<file path="config.mk">
export PLATFORM = sky130hd
export DESIGN_NAME = sos_ctrl
export DESIGN_NICKNAME = d
export VERILOG_FILES = /design/src/hdl/sos_pkg.sv /design/src/hdl/sos_ctrl.sv
export SDC_FILE = /design/constraint.sdc
export NUM_CORES = 1
export LEC_CHECK = 0
export CORE_AREA = 4 4 41 43
export DETAILED_ROUTE_END_ITERATION = 10
export DIE_AREA = 0 0 45 47
export DONT_BUFFER_PORTS = 1
export PLACE_DENSITY = 0.3
export SYNTH_ARGS = -nofsm -noshare
export SYNTH_HDL_FRONTEND = slang
export SYNTH_SLANG_ARGS = --single-unit
</file>
<file path="constraint.sdc">
create_clock -name clk -period 2.2 [get_ports clk]
set_input_delay 0.44 -clock clk [delete_from_list [all_inputs] [get_ports clk]]
set_output_delay 0.44 -clock clk [all_outputs]
set_load 0.005 [all_outputs]
</file>
<file path="src/hdl/sos_pkg.sv">
`default_nettype none

package sos_pkg;

	// run buffer
	localparam int RUN_DEPTH = 256;
	localparam int IDX_W     = $clog2(RUN_DEPTH);
	localparam int LEN_W     = $clog2(RUN_DEPTH + 1);

	// field widths
	localparam int ANG_W  = 9;
	localparam int DIST_W = 16;
	localparam int NUM_W  = 8;
	localparam int CTR_W  = 10;
	localparam int WID_W  = 10;

	// stream packing
	localparam int S_DATA_W = 32;
	localparam int M_DATA_W = 48;

	// configuration registers
	localparam int CFG_IDX_W  = 1;
	localparam int CFG_DATA_W = 16;
	localparam logic [CFG_IDX_W-1:0] REG_NEAR_THRESHOLD = 1'd0;
	localparam logic [CFG_IDX_W-1:0] REG_OBJECT_LIMIT   = 1'd1;
	localparam logic [DIST_W-1:0]    THR_RESET = 16'd2400;
	localparam logic [NUM_W-1:0]     LIM_RESET = 8'd20;

	// controller -> datapath
	typedef struct packed {
		logic take;      // input transfer this cycle
		logic rd_step;   // issue one run buffer read
		logic load_out;  // load the result register
	} sos_cmd_t;

	// datapath -> controller
	typedef struct packed {
		logic report;    // item at the input ends a run that gets reported
		logic last;      // item at the input closes the scan
		logic rd_last;   // current read is the last of the run
		logic out_free;  // result register can take a new result
	} sos_stat_t;

endpackage

`default_nettype wire

</file>
<file path="src/hdl/sos_ctrl.sv">
`default_nettype none

module sos_ctrl (
	input  wire logic               clk,
	input  wire logic               arst_n,
	input  wire logic               s_tvalid,
	output logic                    s_tready,
	input  wire sos_pkg::sos_stat_t st,
	output sos_pkg::sos_cmd_t       cmd
);
	import sos_pkg::*;

	localparam logic [1:0] ST_IDLE = 2'd0;
	localparam logic [1:0] ST_READ = 2'd1;
	localparam logic [1:0] ST_WAIT = 2'd2;
	localparam logic [1:0] ST_EMIT = 2'd3;

	logic [1:0] state_q;
	logic [1:0] state_d;

	assign s_tready = (state_q == ST_IDLE);

	always_comb begin
		state_d      = state_q;
		cmd.take     = 1'b0;
		cmd.rd_step  = 1'b0;
		cmd.load_out = 1'b0;
		case (state_q)
			ST_IDLE: begin
				if (s_tvalid) begin
					cmd.take = 1'b1;
					if (st.report)
						state_d = ST_READ;
					else if (st.last)
						state_d = ST_EMIT;
				end
			end
			ST_READ: begin
				cmd.rd_step = 1'b1;
				if (st.rd_last)
					state_d = ST_WAIT;
			end
			ST_WAIT: begin
				// last compare lands in this cycle
				state_d = ST_EMIT;
			end
			ST_EMIT: begin
				if (st.out_free) begin
					cmd.load_out = 1'b1;
					state_d      = ST_IDLE;
				end
			end
			default: begin
				state_d = ST_IDLE;
			end
		endcase
	end

	always_ff @(posedge clk or negedge arst_n) begin
		if (!arst_n)
			state_q <= ST_IDLE;
		else
			state_q <= state_d;
	end

endmodule

`default_nettype wire

</file>
==> impl_metrics.ini, run 1 <==
[clock_network]
clkSinkCount = 2
ctsResizeCount = 0
clkLatencyLatePin_ps = 230
cts_tree = yes
cts_setup_buffers = 0
cts-buffers-inserted = 3
cts_buffer_depth = 2
root_buffer = clkbuf_4
clkTransAtPathRegs_ps = 30
h-tree-depth = 1

[floorplan]
row_count = 13
io_pins = 11
core_area_um2 = 1300
initial_core_util_pct = 16.3
dieHeight_um = 47
die_area_um2 = 2120
die_x_um = 45

[yosys]
synth-simple-area-share_pct = 19.4
yosys_warnings = 0
synthMuxAreaShare_pct = 9.41
avgSynthCellArea_um2 = 9.67
yosysSeqAreaShare_pct = 23.5
synth_xor_area_share_pct = 0
synth_seq_cells = 2
synth_top_family_by_area = adder cells
netlist_instances = 22
synthAdderAreaFrac_pct = 29.4
netlist_area_um2 = 213
ys_types = 12
synth-compound-area-share_pct = 11.2
synth_nets = 34

[setup_path]
crit_path_end_kind = flop
cpMaxStageDelayCell = a2111oi_2
timing.rr.start = state_q[1]
start_kind = flop
cp_data_arrival_time_ps = 1740
worstPathCellList = inv_1, ha_1, nor2b_1, a2111oi_2, mux2i_1
cp.buffers_inverters = 1
slowest_delay_ps = 450
crit_start = state_q[1]
critPathKind = reg -> reg
worstPathRequired_ps = 2340
path_max_fanout = 4
cp_top_family = compound AO/OA/AOI/OAI gates

[drt]
highest_layer = met4
wl_met3_um = 45
vias_per_cell = 4.07
vias = 167
drt_iter0_drc = 0
wl_met2_um = 251
drcViolationCount = 0
drt-met1-wl_um = 127
drt-pass1-iter-count = 1
wl_um = 441
detail-route-antenna-nets = 0
wire_per_inst_um = 10.8

[sta]
worstMarginPinSlew_ps = 412
fin_crit_ps = 1600
hold_viol_final = 0
whs_ps = 444
fin_crit_sh_pct = 72.8
rsz0062_at_grt = no
slew_headroom_pct = 72.5
tns_ps = 0
skew_ps = 3.36
max_freq_mhz = 625
fin_ws_ps = 599
setup-violations-final = 0
slew_viol_final = 0

[final_layout]
drive_gt1_share_pct = 15.4
area_delta_synth_final_pct = 24.1
antenna-diode-count = 0
nFillCells = 161
fin_area_um2 = 264
largest_register_ffs = 2
finalNonFillerCells = 41
final_util_pct = 20.3
largestRegisters = state_q (2)
num-nets-final = 40
top_register = state_q

[grt]
grt_pass1_vias = 193
track_usage_pct = 5.92
grt_max_degree = 5
grt_pass1_wl_um = 779
grt_antenna_before_repair = 0
grt-ovfl-total = 0

[pwr]
power_mw = 0.360
vdd.ir_drop.worst_mv = 0.467
leakage_nw = 0.129
pwr_density_cell_nw_per_um2 = 1360

[outcome]
status = completed

[placement]
placed_cell_area_um2 = 231
port-buffer-count = 0
dpl.cell_count = 37
place_ws_ps = 560
gp_congestion = 0.554

[hold_path]
hp-class = in -> async

[flow_run]
cap_violations = 0
## layout make-up
type                       count  area, um2  share of cell area, %
clock buffer                   3       22.5                   8.53
tap                           15       18.8                   7.11
inverter                       4       15.0                   5.69
sequential                     2       50.0                   19.0
timing repair buffer           1       10.0                   3.79
multi-input combinational     16        148                   55.9
## Yosys cell counts
master / count / area share [%]
a2111oi_2: 1 / 7.1
a2bb2oi_1: 1 / 4.1
and2_1: 2 / 5.9
clkinv_1: 1 / 1.8
dfrtp_1: 2 / 24
ha_1: 5 / 29
inv_1: 3 / 5.3
mux2i_1: 2 / 9.4
nor2_1: 1 / 1.8
nor2b_1: 2 / 5.9
nor3_1: 1 / 2.4
nor3b_1: 1 / 3.5
## repair_timing
item                                    CTS  global route
endpoints found under the setup margin    0             0
endpoints found under the hold margin     2             0
hold buffers                              1             0
## power by group
part           internal (mW)  switching, mW
Combinational         0.0986          0.102
Clock                 0.0604         0.0229
Sequential            0.0586         0.0173
Total                  0.218          0.142
## placed cells by master (no fill, tap or decap), drive strengths merged
master and instances:
nor3b 1, and2 2, nor3 1, a2bb2oi 1, inv 3, nor2b 2, dlygate4sd3 1, clkbuf 3
a2111oi 1, dfrtp 2, nor2 1, ha 5, clkinv 1, mux2i 2
## final timing paths
check,to,slack (ps),cells after the start
min reg2reg,state_q[0],600,1
max,state_q[1],600,5
min,state_q[1],440,1
min in group clk,state_q[1],500,3
max in group asynchronous,state_q[0],1630,1
max reg2reg,state_q[1],600,5
## worst reg2reg max path, delay by kind of cell (launching register included)
kind	cells	cell delay, ps
and+or+nand+nor	1	160
buffers and inverters	1	90
adders and majority gates	1	210
muxes	1	250
AOI/OAI and AO/OA	1	450
DFF	1	360
## metal layers
layer  vias up  GRT usage [%]
met4         0           8.77
met2         7           9.60
met3         2           3.45
met5         -              0
met1        77           3.86
li1         81              -
## cells by family (layout without fill, tap and decap cells)
| family | after synthesis | in the layout |
|---|---|---|
| and+or+nand+nor | 7 | 7 |
| adders and majority gates | 5 | 5 |
| buffers and inverters | 4 | 8 |
| AOI/OAI and AO/OA | 2 | 2 |
| muxes | 2 | 2 |
| DFF | 2 | 2 |
No activity file was read; power rests on OpenSTA's default activity.
==> run 2, diff against run 1 <==
- clock period: 2.2 -> 1.35 ns (I/O delays scaled with it)
==> run 2 against run 1 <==
The flow now finishes with violations (setup timing); via count increased by 11%; flip-flop and latch count unchanged; combinational power increased to 3.1 times the previous value; non-clock buffer count increased by 7; sequential share of layout area decreased by 6.0 points; critical endpoint unchanged.
==> impl_metrics.ini, run 2 (same netlist as run 1, synthesis figures left out) <==
[outcome]
status = complete, but fails checks
violations = setup timing

[floorplan]
die_x_um = 45
die_area_um2 = 2120
core_area_um2 = 1300
row_count = 13
io_pins = 11
dieHeight_um = 47
initial_core_util_pct = 16.3

[drt]
wire_per_inst_um = 11.0
wl_um = 527
wl_met2_um = 305
drcViolationCount = 0
detail-route-antenna-nets = 0
drt_iter0_drc = 0
vias_per_cell = 3.88
drt-pass1-iter-count = 1
wl_met3_um = 46
drt-met1-wl_um = 175
highest_layer = met3
vias = 186

[sta]
setup-violations-final = 3
fin_ws_ps = -58.7
slew_headroom_pct = 81.0
worstMarginPinSlew_ps = 286
skew_ps = 0.355
fin_crit_sh_pct = 104
fin_crit_ps = 1410
hold_viol_final = 0
max_freq_mhz = 710
whs_ps = 278
slew_viol_final = 0
rsz0062_at_grt = yes

[pwr]
vdd.ir_drop.worst_mv = 0.910
pwr_density_cell_nw_per_um2 = 2270
power_mw = 0.877
leakage_nw = 0.172

[clock_network]
clkTransAtPathRegs_ps = 30
cts_buffer_depth = 2
h-tree-depth = 1
root_buffer = clkbuf_4
clkLatencyLatePin_ps = 220
cts_tree = yes
cts-buffers-inserted = 3
clkSinkCount = 2

[hold_path]
hp-class = in -> async

[setup_path]
worstPathRequired_ps = 1490
crit_path_end_kind = flop
cp_data_arrival_time_ps = 1550
start_kind = flop
path_max_fanout = 3
critPathKind = reg -> reg

[placement]
gp_congestion = 0.572
port-buffer-count = 0
place_ws_ps = -94.3
dp_hpwl_um = 376

[final_layout]
num-nets-final = 47
area_delta_synth_final_pct = 81.8
largest_register_ffs = 2
drive_gt1_share_pct = 63.6
antenna-diode-count = 0
layout_common_cells = 6 x buf_4, 3 x clkbuf_4
top_register = state_q
final_common_cell = buf_4
nFillCells = 151
largestRegisters = state_q (2)

[grt]
grt_max_degree = 5
grt_antenna_before_repair = 0
grt-ovfl-total = 0
track_usage_pct = 6.32
grt_pass1_wl_um = 917
grt_pass1_vias = 219

[flow_run]
cap_violations = 0
==> run 2: final cells by class <==
cell class,instances,area [um2],share of cell area (%)
multi-input cells,16,214,55.3
repair buffers,8,66.3,17.2
flip-flops and latches,2,50.0,12.9
clock buffers,3,22.5,5.83
well taps,15,18.8,4.85
inverters,4,15.0,3.88
==> run 2: worst max-delay path, stage by stage, from the launching register on <==
cell and delay, ps:
dfrtp_1 380, inv_2 80, ha_4 160, nor3b_4 150, a2111oi_4 340, mux2i_1 220
==> run 2: per-layer routing <==
metal | vias up | track usage [%]
met3 | 0 | 3.07
met5 | - | 0
met1 | 85 | 5.00
met2 | 6 | 11.6
li1 | 95 | -
met4 | 0 | 5.26
==> run 2: repair_timing <==
action | 4_1_cts | 5_1_grt
resized for setup | 10 | 1
setup buffers | 4 | 0
hold buffers | 1 | 0
endpoints found under the hold margin | 2 | 0
pin swaps | 2 | 0
endpoints found under the setup margin | 4 | 4
==> run 2: stage by stage <==
stage	cell area [um2]	std cells	TNS [ps]	utilization (%)
5_1_grt	387	48	-374	29.7
3_5_place_dp	274	40	-181	21.1
3_3_place_gp	274	40	-201	21.1
4_1_cts	384	48	-101	29.5
6_report	387	48	-114	29.7
2_1_floorplan	233	22	0	-
==> run 2: final timing paths <==
check / startpoint / end / slack, ps / depth (start not counted)
worst max-delay path: state_q[0] / state_q[1] / -60 / 5
worst min-delay path: arst_n / state_q[0] / 280 / 1
worst max register to register: state_q[0] / state_q[1] / -60 / 5
worst min register to register: state_q[1] / state_q[1] / 620 / 2
max in group asynchronous: arst_n / state_q[1] / 950 / 1
min in group clk: st[3] / state_q[1] / 320 / 3
==> run 2: where the power goes <==
group	leakage, nW	internal [mW]	switching (mW)
Clock	0.0138	0.0982	0.0349
Sequential	0.0234	0.0955	0.0274
Combinational	0.135	0.368	0.253
Total	0.172	0.562	0.315
